File: src/rtl/adl_fifo.sv
`timescale 1ns / 1ps

// Small show-ahead queue. DEPTH must be a power of two, at least two.
module adl_fifo #(
    parameter int WIDTH = 8,
    parameter int DEPTH = 2
) (
    input  logic             i_clk,
    input  logic             i_rst_n,
    input  logic             i_wr_en,
    input  logic [WIDTH-1:0] i_wr_data,
    output logic             o_full,
    input  logic             i_rd_en,
    output logic [WIDTH-1:0] o_rd_data,
    output logic             o_empty
);

    localparam int AW = $clog2(DEPTH);

    logic [WIDTH-1:0] r_slot [DEPTH];
    logic [AW:0]      r_wr_ptr;
    logic [AW:0]      r_rd_ptr;

    assign o_empty   = (r_wr_ptr == r_rd_ptr);
    assign o_full    = (r_wr_ptr[AW] != r_rd_ptr[AW]) &&
                       (r_wr_ptr[AW-1:0] == r_rd_ptr[AW-1:0]);
    assign o_rd_data = r_slot[r_rd_ptr[AW-1:0]];

    always_ff @(posedge i_clk) begin
        if (!i_rst_n) begin
            r_wr_ptr <= '0;
            r_rd_ptr <= '0;
        end else begin
            if (i_wr_en && !o_full) begin
                r_wr_ptr <= r_wr_ptr + (AW+1)'(1);
            end
            if (i_rd_en && !o_empty) begin
                r_rd_ptr <= r_rd_ptr + (AW+1)'(1);
            end
        end
    end

    always_ff @(posedge i_clk) begin
        if (i_wr_en && !o_full) begin
            r_slot[r_wr_ptr[AW-1:0]] <= i_wr_data;
        end
    end

endmodule

File: config.mk
export PLATFORM = sky130hd
export DESIGN_NAME = adl_fifo
export DESIGN_NICKNAME = d
export VERILOG_FILES = /design/src/rtl/adl_fifo.sv
export SDC_FILE = /design/constraint.sdc
export NUM_CORES = 1
export LEC_CHECK = 0
export ABC_AREA = 1
export BUFFER_PORTS_ARGS = -buffer_cell sky130_fd_sc_hd__buf_4
export CAP_MARGIN = 30
export CORE_MARGIN = 4
export CORE_UTILIZATION = 45
export DETAILED_ROUTE_END_ITERATION = 12
export GPL_ROUTABILITY_DRIVEN = 0
export PLACE_DENSITY_LB_ADDON = 0.12
export SYNTH_ARGS = -nofsm -noshare
export SYNTH_HDL_FRONTEND = slang
export SYNTH_SLANG_ARGS = --single-unit
File: constraint.sdc
create_clock -name i_clk -period 1.4 [get_ports i_clk]
set_input_delay 0.28 -clock i_clk [delete_from_list [all_inputs] [get_ports i_clk]]
set_output_delay 0.28 -clock i_clk [all_outputs]
set_load 0.02 [all_outputs]
# After elaboration in Yosys (flattened, before gate mapping)

Memories as Yosys holds them, arrays and structs flattened. A register that Yosys moved wholly into a read port is not among the register bits.
Cells that the tools add are included.

Flip-flop bits (word level): 4
Memory bits (writable): 16
Bits of input ports: 12
Output and inout port bits: 10
Word-level logic and storage cells: 17
Memories: 1

Add/sub/neg operators: 2
Equal/unequal tests: 3
Multiplexer cells: 4
Reductions and logical operators: 5

Memories:

| memory | words | width | rd ports | clocked after memory_dff | write ports | RTL line | RTL |
|---|---|---|---|---|---|---|---|
| r_slot | 2     | 8     | 1        | 1                        | 1           | 20       | `logic [WIDTH-1:0] r_slot [DEPTH];` |

Operators with widths:

| cell                                                           | count |
|---|---|
| 2-bit by 1-bit adder with 2-bit output (second input constant) | 2 |
| 1-bit two-way mux                                              | 4 |
| 1-bit logical AND                                              | 3 |
| 2-bit equality test                                            | 1 |
| 1-bit logical NOT                                              | 2 |
| 1-bit equality test                                            | 1 |
| 1-bit != test                                                  | 1 |

# Longest topological paths before layout

Depth after elaboration: 6
Gate-level depth with buffers: 7
Mapped depth without buffers: 7

# Least setup slack after synthesis

OpenSTA, ideal clock, no wires.

Path kind: register -> register
Start point: reg r_rd_ptr[1]
End point: mem r_slot[0][0] (enable)
Setup time: 370 ps
Data arrival time: 1,050 ps
Setup slack: -20 ps
Stages on the path, launching flop included: 7
Clock period less this slack: 1,420 ps
Cell sequence: dfxtp_1 -> inv_1 -> nand2_1 -> nand2_1 -> nand2_2 -> nand2_1 -> nor2_1

Cells in the longest elaborated chain, start to end: 6

Ends and longest elaborated chain:

| element                                 | RTL line | RTL |
|---|---|---|
| start: declaration                      | 22       | `logic [AW:0] r_rd_ptr;` |
| start signal: assignment                | 38       | `r_rd_ptr <= r_rd_ptr + (AW+1)'(1);` |
| 1-bit != test                           | 25       | `assign o_full = (r_wr_ptr[AW] != r_rd_ptr[AW]) &&` |
| 1-bit logical AND                       | 25       |  |
| 1-bit logical NOT                       | 44       | `if (i_wr_en && !o_full) begin` |
| 1-bit logical AND                       | 44       |  |
| 1-bit two-way mux                       | 44       |  |
| 1-bit two-way mux (not written as such) | 45       | `r_slot[r_wr_ptr[AW-1:0]] <= i_wr_data;` |
| end: declaration                        | 20       |  |

Every way passes these cells.

==> metrics <==
Area Overhead vs Synth 48.89%; total power 1484 uW; Core Util, Final 0.7149; n_diodes 0; share of post-route cells with drive strength above 1 0.6117; IO Pins 22; critical path class register to output pin; post-detail-place hpwl slightly above 1000 um; DRC Markers 0; max-cap violation count 0; Post-synth top cells edfxtp_1 (16), nand2_1 (16), inv_1 (9), mux2_2 (8), nor2_1 (6); Hold Slack approximately 0.17 ns; Worst setup SP type register; critical path cell sequence buf_12 -> mux2_4 -> buf_6; critical path's slowest cell dfxtp_2; crit-path max FO 8; Arr. time, crit path 1.21 ns; top_reg_cell synth edfxtp_1; Synth Warn # 0; global-route wire length before repair between 2000 and 3000 um; GR Util All Layers 0.1347; root buffer cell clkbuf_4; min Tclk post-route ~1.5 ns; Synthesized Nets between 80 and 90; row count 15; Area contributors post-synth edfxtp_1 (57%), dfxtp_1 (12%), mux2_2 (11%), nand2_1 (7.1%), inv_1 (4.0%); Pleak around 0.00055 uW; Achievable Freq between 600 and 700 MHz; vias in the first global route approximately 640; DR WL/cell ~12 um; Clk Latency, worst-skew pair 0.28 ns; Max clock buf depth 2; Post-CTS Hold Buffers 0; library cells used by synthesis 10; flops & latches, synth 21; Synth Cell Area 847.1 um2; TritonCTS buffer count 3; period utilization 1.066; die area ~0.0026 mm2; Post-synth EDFFs 16; worst vdd ir approximately 0.76 mV; GR Overflow Total 0; drt initial violations 10; violated checks negative setup slack; Post-Route WL between 1500 and 2000 um; fin nets approximately 120; ys async rst share 0; pin count of the biggest net entering global routing 13; Slew HR 0.8790; Worst setup EP type output pin; initial core utilization 0.4801; dominant cell type by area after synthesis edfxtp_1; Pins Over Slew Limit 0; pre-CTS setup slack around 0.026 ns; Worst-path clk slew roughly 0.11 ns; CTS Sinks 21; critical path required time around 1.1 ns; Fin Clk Skew roughly 0.0018 ns; placed cell areas between 0.001 and 0.0015 mm2; Final Hold Viols 0; sequential fraction of the synthesis area 0.6854; Core Box Area about 0.0018 mm2; Avg Cell Area, Syn approximately 12 um2; DR vias/cell 4.813; initial antenna violation count 0; Chip Width 51.39 um; DR vias 616; PnR worst setup slack -0.09264 ns; Antenna Nets Post-Route 0; TritonCTS clock tree done; Synth Instances ~70; PD cells 1177 mW/mm2; outcome finished, violations left; worst min path class input pin to register; Die H 51.39 um; Final Instance Area 0.001261 mm2; final setup vio count 8; Synth top area share 0.5672; CP max stage delay 0.36 ns; DR pass1 iterations 4; RSZ-0062 raised after global routing true; H-Tree Depth 1; Slew @ Worst Pin about 0.18 ns; Buffers on Ports 21
-- layout make-up --
cell class | count | area [um2]
sequential | 21 | 594.3
fill | 147 | 503.0
multi-input combinational | 40 | 285.3
timing repair buffer | 29 | 280.3
inverter | 9 | 42.54
tap | 25 | 31.28
clock buffer | 3 | 22.52
clock inverter | 1 | 5.005
-- cells by family (layout without fill, tap and decap cells) --
kind of cell,count (synthesis),count (layout),synth area share
simple gates,28,28,0.1388
flops,21,21,0.6854
buf+inv,10,42,0.04578
mux,8,8,0.1064
compound gates,4,4,0.02363
-- layout by cell type, fill, tap and decap left out --
cell type / Yosys / final
buf_4: 0 / 17
dfxtp_2: 0 / 2
inv_1: 9 / 3
clkinv_2: 0 / 1
inv_4: 0 / 2
nand2_4: 0 / 2
nor2_1: 6 / 5
nor2_2: 0 / 1
a21oi_1: 4 / 4
mux2_4: 0 / 8
buf_12: 0 / 2
clkbuf_4: 0 / 3
inv_2: 0 / 3
dfxtp_4: 0 / 3
nand2_2: 4 / 8
buf_6: 0 / 10
nand3_1: 2 / 2
edfxtp_1: 16 / 16
clkinvlp_4: 0 / 1
nand2_1: 16 / 10
-- state kept, by name, summed over array words and instances, names as in the netlist, named ones only --
name	count
r_rd_ptr	2
r_slot	16
r_wr_ptr	2
-- routing by layer --
metal,GRT usage,vias up,part of all wire
met5,0,-,0
met4,0.05677,0,0.026
met3,0.02915,6,0.052
met2,0.2648,17,0.59
met1,0.1316,294,0.33
li1,-,299,-
-- per-stage QoR --
stage          cells  TNS [ns]
2_1_floorplan     71         0
3_3_place_gp     118         0
3_5_place_dp     118         0
4_1_cts          127   -0.8249
5_1_grt          128    -1.397
6_report         128   -0.6942
-- critical path, delay by kind of cell (launching register included) --
kind	cells	cell delay (ns)
multiplexers	1	0.31
flip-flops	1	0.36
buffers and inverters	2	0.26
-- repair_timing --
item | 4_1_cts | 5_1_grt
endpoints found under the setup margin | 10 | 26
setup buffers | 5 | 1
pin swaps | 2 | 8
gates resized for setup | 23 | 19
endpoints found under the hold margin | 0 | 0
-- power breakdown --
part | leakage [uW] | switching (uW) | total (uW) | internal, uW
logic | 0.000334 | 214 | 463 | 249
registers | 0.000194 | 26.2 | 752 | 726
clock network | 0.0000177 | 164 | 270 | 106
-- path summary, 6_finish.rpt --
check / from / to / slack (ns) / depth (start not counted)
worst min-delay path: i_wr_data[3] / r_slot[1][3] / 0.17 / 1
worst max-delay path: register / o_rd_data[5] / -0.09 / 3
worst min register to register: r_rd_ptr[0] / r_rd_ptr[0] / 0.53 / 2
worst max register to register: r_wr_ptr[1] / r_slot[0][2] / 0.04 / 8
Power figures use the tool's default switching activity.
