$ cat config.mk
export PLATFORM = sky130hd
export DESIGN_NAME = adl_front
export DESIGN_NICKNAME = d
export VERILOG_FILES = /design/src/rtl/adl_pkg.sv /design/src/rtl/adl_front.sv
export SDC_FILE = /design/constraint.sdc
export NUM_CORES = 1
export LEC_CHECK = 0
export BUFFER_PORTS_ARGS = -buffer_cell sky130_fd_sc_hd__buf_2
export CORE_UTILIZATION = 38
export DETAILED_ROUTE_END_ITERATION = 6
export GPL_ROUTABILITY_DRIVEN = 0
export PLACE_DENSITY = 0.83
export SLEW_MARGIN = 20
export SYNTH_ARGS = -nofsm -noshare
export SYNTH_HDL_FRONTEND = slang
export SYNTH_SLANG_ARGS = --single-unit
export TNS_END_PERCENT = 30
$ cat constraint.sdc
create_clock -name i_clk -period 2.43 [get_ports i_clk]
set_input_delay 0.243 -clock i_clk [delete_from_list [all_inputs] [get_ports i_clk]]
set_output_delay 0.243 -clock i_clk [all_outputs]
set_load 0.1 [all_outputs]
$ cat src/rtl/adl_pkg.sv
`timescale 1ns / 1ps

package adl_pkg;

    // Configuration port geometry and register indexes.
    localparam int CFG_IDX_W  = 3;
    localparam int CFG_DATA_W = 32;

    localparam logic [CFG_IDX_W-1:0] CFG_LEARNING_RATE  = 3'd0;
    localparam logic [CFG_IDX_W-1:0] CFG_STOP_THRESHOLD = 3'd1;
    localparam logic [CFG_IDX_W-1:0] CFG_EPOCH_LIMIT    = 3'd2;
    localparam logic [CFG_IDX_W-1:0] CFG_INIT_WEIGHT_1  = 3'd3;
    localparam logic [CFG_IDX_W-1:0] CFG_INIT_WEIGHT_2  = 3'd4;
    localparam logic [CFG_IDX_W-1:0] CFG_INIT_BIAS      = 3'd5;

    // Register values after reset.
    localparam logic [15:0] RST_LEARNING_RATE  = 16'd6554;
    localparam logic [31:0] RST_STOP_THRESHOLD = 32'd91750;
    localparam logic [7:0]  RST_EPOCH_LIMIT    = 8'd50;
    localparam logic [31:0] RST_INIT_WEIGHT    = 32'd6554;

    // Default sizing handed down from the top level.
    localparam int SAMPLES_PER_EPOCH_DEF = 4;
    localparam int QUEUE_DEPTH_DEF       = 2;

    // A sample as classified by the front end: the target is already in Q7.16.
    typedef struct packed {
        logic [7:0]  x_one;
        logic [7:0]  x_two;
        logic [23:0] target_q;
    } t_sample;

    typedef struct packed {
        logic [31:0] net_value;
        logic [31:0] error_value;
        logic [31:0] weight_one_now;
        logic [31:0] weight_two_now;
        logic [31:0] bias_now;
        logic [31:0] squared_error;
        logic [31:0] epoch_error_sum;
        logic        epoch_end;
        logic [7:0]  epoch_number;
        logic        training_done;
    } t_result;

    typedef struct packed {
        logic                  en;
        logic [CFG_IDX_W-1:0]  index;
        logic [CFG_DATA_W-1:0] data;
    } t_cfg_wr;

endpackage

$ cat src/rtl/adl_front.sv
`timescale 1ns / 1ps

// Input stage: takes a sample beat, scales the target to Q7.16 and hands the
// sample on to the work queue.
module adl_front (
    input  logic            i_clk,
    input  logic            i_rst_n,
    input  logic            i_push,
    output logic            o_full,
    input  logic [7:0]      i_x_one,
    input  logic [7:0]      i_x_two,
    input  logic [7:0]      i_target,
    output logic            o_q_wr_en,
    output adl_pkg::t_sample o_q_wr_data,
    input  logic            i_q_full
);

    logic             r_vld;
    adl_pkg::t_sample r_item;
    logic             accept;
    logic             move;
    logic             n_vld;

    assign move        = r_vld && !i_q_full;
    assign o_full      = r_vld && i_q_full;
    assign accept      = i_push && !o_full;
    assign n_vld       = accept || (r_vld && !move);
    assign o_q_wr_en   = move;
    assign o_q_wr_data = r_item;

    always_ff @(posedge i_clk) begin
        if (!i_rst_n) begin
            r_vld <= 1'b0;
        end else begin
            r_vld <= n_vld;
        end
    end

    always_ff @(posedge i_clk) begin
        if (accept) begin
            r_item.x_one    <= i_x_one;
            r_item.x_two    <= i_x_two;
            r_item.target_q <= {i_target, 16'd0};
        end
    end

endmodule

# After elaboration in Yosys (flattened, before gate mapping)
# Index checks and enable logic that the tools add are counted.
[word_totals]
register_bits = 25
latch_bits = 0
ram_bits = 0
mem_bits_ro = 0
input_bits = 28
out_inout_bits = 42
wordCells = 12
n_memories = 0
[op_classes]
addsub = 0
n_mul = 0
n_div = 0
magnitude_cmp = 0
n_eq_ne = 0
shifts = 0
muxes = 0
bitwise = 0
n_reduce_logical = 8
[op_table]
columns = ["operator", "count"]
rows = [
  ["$logic_and 1x1->1", 4],
  ["$logic_not 1->1", 3],
  ["$logic_or 1x1->1", 1],
]

# Depth between registers and ports, before layout
[depth]
word_depth = 5
ltp_mapped = 2
mapped_depth_nobuf = 2

# Worst setup path after synthesis
# Ideal clock, no wire load.
[synth_path]
path_type = "register to register"
start = "register r_vld"
end = "register r_item (netlist bit o_q_wr_data[16]), enable pin"
setup_time_ps = 407
arrival_ps = 1661
required_time_ps = 2023
path_slack_ps = 361
path_stages_with_launch = 3
path_buffers = 0
period_less_slack_ps = 2069
cell_sequence = "dfxtp_1 -> and2_4 -> nor2b_1"
[synth_via]
elab_chain_len = 3
[synth_lines]
columns = ["item", "line", "text"]
rows = [
  ["start: declaration", "adl_front.sv:18", "logic r_vld;"],
  ["start signal: assignment", "adl_front.sv:35", "r_vld <= n_vld;"],
  ["$logic_and 1x1->1", "adl_front.sv:25", "assign o_full = r_vld && i_q_full;"],
  ["net o_full", "adl_front.sv:9", "output logic o_full,"],
  ["$logic_not 1->1", "adl_front.sv:26", "assign accept = i_push && !o_full;"],
  ["$logic_and 1x1->1", "adl_front.sv:26", ""],
  ["net accept", "adl_front.sv:20", "logic accept;"],
  ["end: declaration", "adl_front.sv:19", "adl_pkg::t_sample r_item;"],
]
# The timed path passes the listed nets, and every way through them passes these cells.
# A chain may end at the register's enable or synchronous reset.

# Worst setup path after layout
[layout_path]
start = "register r_vld"
end = "register r_item (netlist bit o_q_wr_data[23]), enable pin"
[layout_via]
elab_chain_len = 3
[layout_lines]
columns = ["item", "line"]
rows = [
  ["$logic_and 1x1->1", "adl_front.sv:25"],
  ["$logic_not 1->1", "adl_front.sv:26"],
  ["$logic_and 1x1->1", "adl_front.sv:26"],
  ["net accept", "adl_front.sv:20"],
]
# The timed path passes the listed nets, and every way through them passes these cells.

==> impl_metrics.csv <==
group,metric,value,unit
sta,slew_headroom,0.641,
route,wl_met2,627,um
route,met1_length,423,um
logic_synthesis,syn_area,895,um^2
route,topRoutingLayerUsed,"met4",
layout,final_net_count,132,
status,outcome,"finished clean",
layout,regArea,741,um^2
sta,setup_ws,933,ps
route,viasPerCell,3.97,
sta,setup_viol,0,
critical_path,worstPathArrival,1510,ps
pwr,power_frac_seq,0.498,
clocking,htree_levels,1,
clocking,cts_tree,"done",
pwr,comb_power_share,0.339,
critical_path,worstSetupEndpointType,"flop",
clocking,clk_path_buf_depth,2,
logic_synthesis,avgSynthCellArea,19.4,um^2
route,routed_wl,1.28,mm
floorplanning,die_h,50.5,um
critical_path,max_stage_delay,440,ps
critical_path,startpoint_type,"flop",
clocking,hold_buffers,0,
min_path,hold_class,"in2reg",
critical_path,path_cells,"and2_4 -> nor2b_2 -> buf_4",
pwr,p_int,0.600,mW
clocking,cts_root_buffer,"clkbuf_4",
layout,final_common_cell,"buf_2",
placed_design,post-place-ws,843,ps
route,vias,520,
critical_path,cp-startpoint,"r_vld",
global_routing,grt_max_degree,14,
route,drc_errors,0,
pwr,p_per_area,871,nW/um^2
sta,rsz0062_at_grt,"false",
logic_synthesis,ys_types,8,
floorplanning,io_pins,70,
critical_path,critical_path.slowest_cell,"nor2b_2",
sta,clock_skew,2.98,ps
logic_synthesis,syn_inst,46,
pwr,power_leakage,0.540,nW
flow_run,cap_violations,0,
clocking,clkLatencyLatePin,290,ps
layout,syn_to_final_growth,30.5,%
logic_synthesis,synth_seq_area_share,0.828,
layout,layout-drive-gt1-share,0.573,
global_routing,grt_pass1_vias,461,
critical_path,crit_type,"reg2reg",
sta,drv_slew,0,
route,firstDrtPassIters,4,
global_routing,grt-ovfl-total,0,
placed_design,port_buffers,53,
critical_path,cp_max_fo,13,
global_routing,track_usage,0.102,
critical_path,r2r_slack,930,ps
clocking,clock-sinks,25,
global_routing,grt_pass1_wl,1.81,mm
floorplanning,die-area,2550,um^2
critical_path,worstPathRequired,2440,ps
floorplanning,start_util,0.404,
sta,worst-slew-pin-transition,537,ps
clocking,clk_pin_slew,120,ps
layout,antenna_cells,0,
sta,tns,0,ps
critical_path,rr_worst_depth,3,
sta,fin_crit_sh,0.616,
logic_synthesis,ys_warn_count,0,
clocking,postCtsSetupBuffers,0,
pwr,switching_power,0.417,mW
clocking,ctsResizeCount,0,
critical_path,reg2reg_to,"o_q_wr_data[23]",
route,wire_per_inst,9.79,um
logic_synthesis,synth_seq_cells,25,
pwr,swShare,0.410,
route,wl_met3,210,um
floorplanning,die_w,50.5,um
layout,multi_input_area,92.6,um^2
clocking,cts_buffers,3,
critical_path,critPathBufInv,1,
sta,finalCriticalPeriod,1500,ps
global_routing,antenna_found_initial,0,
sta,finalHoldViolCount,0,
critical_path,path_delay_family,"simple AND/OR/NAND/NOR gates",
critical_path,regToRegStartpoint,"r_vld",
route,drt_iter0_drc,4,
floorplanning,core_area,2210,um^2
layout,final_cell_mix,"buf_2, edfxtp_1, conb_1",
sta,fmax,668,MHz
layout,fillerInstances,198,
pwr,vdd_drop_max,0.569,mV
route,postRouteAntennaNets,0,
critical_path,critPathCapture,"o_q_wr_data[23]",
pwr,clock_power_share,0.163,
placed_design,post-dp-hpwl,1.09,mm
floorplanning,row_count,17,
critical_path,cp.depth,3,
## cell usage after synthesis, drive strengths merged
cell	instances	area share
nor2b	1	0.0070
dfxtp	1	0.022
and2b	1	0.0084
and2	1	0.0098
buf	16	0.13
edfxtp	24	0.81
o21a	1	0.0084
conb	1	0.0042
## worst min path at each step
| stage | start | to | slack, ps | cells after the start |
|---|---|---|---|---|
| 2_1_floorplan | i_target[0] | o_q_wr_data[16] | 340 | 0 |
| 3_3_place_gp | i_x_one[4] | o_q_wr_data[36] | 420 | 1 |
| 5_1_grt | i_x_two[4] | o_q_wr_data[28] | 90 | 1 |
| 4_1_cts | i_target[6] | o_q_wr_data[22] | 110 | 1 |
| 6_report | i_x_two[2] | o_q_wr_data[26] | 120 | 1 |
| 3_5_place_dp | i_target[6] | o_q_wr_data[22] | 420 | 1 |
## logic make-up (layout without fill, tap and decap cells)
family / Yosys count / after routing / synth area share
flops: 25 / 25 / 0.828
simple gates: 3 / 3 / 0.0252
buf+inv: 16 / 58 / 0.134
compound gates: 1 / 1 / 0.00839
other cells: 1 / 16 / 0.00419
## worst register-to-register path: stages (launching register included)
cell and delay [ps]:
dfxtp_1 320, and2_4 140, nor2b_2 440, buf_4 310
## layer usage
metal  vias up  global-route usage
li1        245                   -
met1       228              0.0900
met3         2              0.0485
met2        45               0.180
met5         -                   0
met4         0              0.0694
## power groups by stage
stage	sequential, mW	combinational, mW	clock [mW]
2_1_floorplan	0.687	0.149	0
3_3_place_gp	0.517	0.344	0
3_5_place_dp	0.517	0.346	0
4_1_cts	0.507	0.346	0.173
5_1_grt	0.510	0.352	0.185
6_report	0.506	0.345	0.166
## area by class of cell
cell class / count / area share
Clock buffer: 4 / 0.0225
Multi-Input combinational cell: 20 / 0.0793
Sequential cell: 25 / 0.635
Tap cell: 28 / 0.0300
Timing Repair Buffer: 54 / 0.234
## registers in the layout, indices dropped and copies added (netlist names)
| signal | count |
|---|---|
| o_q_wr_data | 24 |
| r_vld | 1 |
## through the flow
| stage | std cells | power [mW] | utilization | cell area (um^2) | hold slack (ps) |
|---|---|---|---|---|---|
| after floorplan | 61 | 0.836 | - | 951 | 342 |
| after global placement | 127 | 0.861 | 0.516 | 1140 | 420 |
| after detailed placement | 127 | 0.863 | 0.516 | 1140 | 421 |
| after CTS | 131 | 1.03 | 0.528 | 1170 | 106 |
| after global routing | 131 | 1.05 | 0.528 | 1170 | 93.6 |
| final | 131 | 1.02 | 0.528 | 1170 | 115 |
No activity file was read; power rests on OpenSTA's default activity.
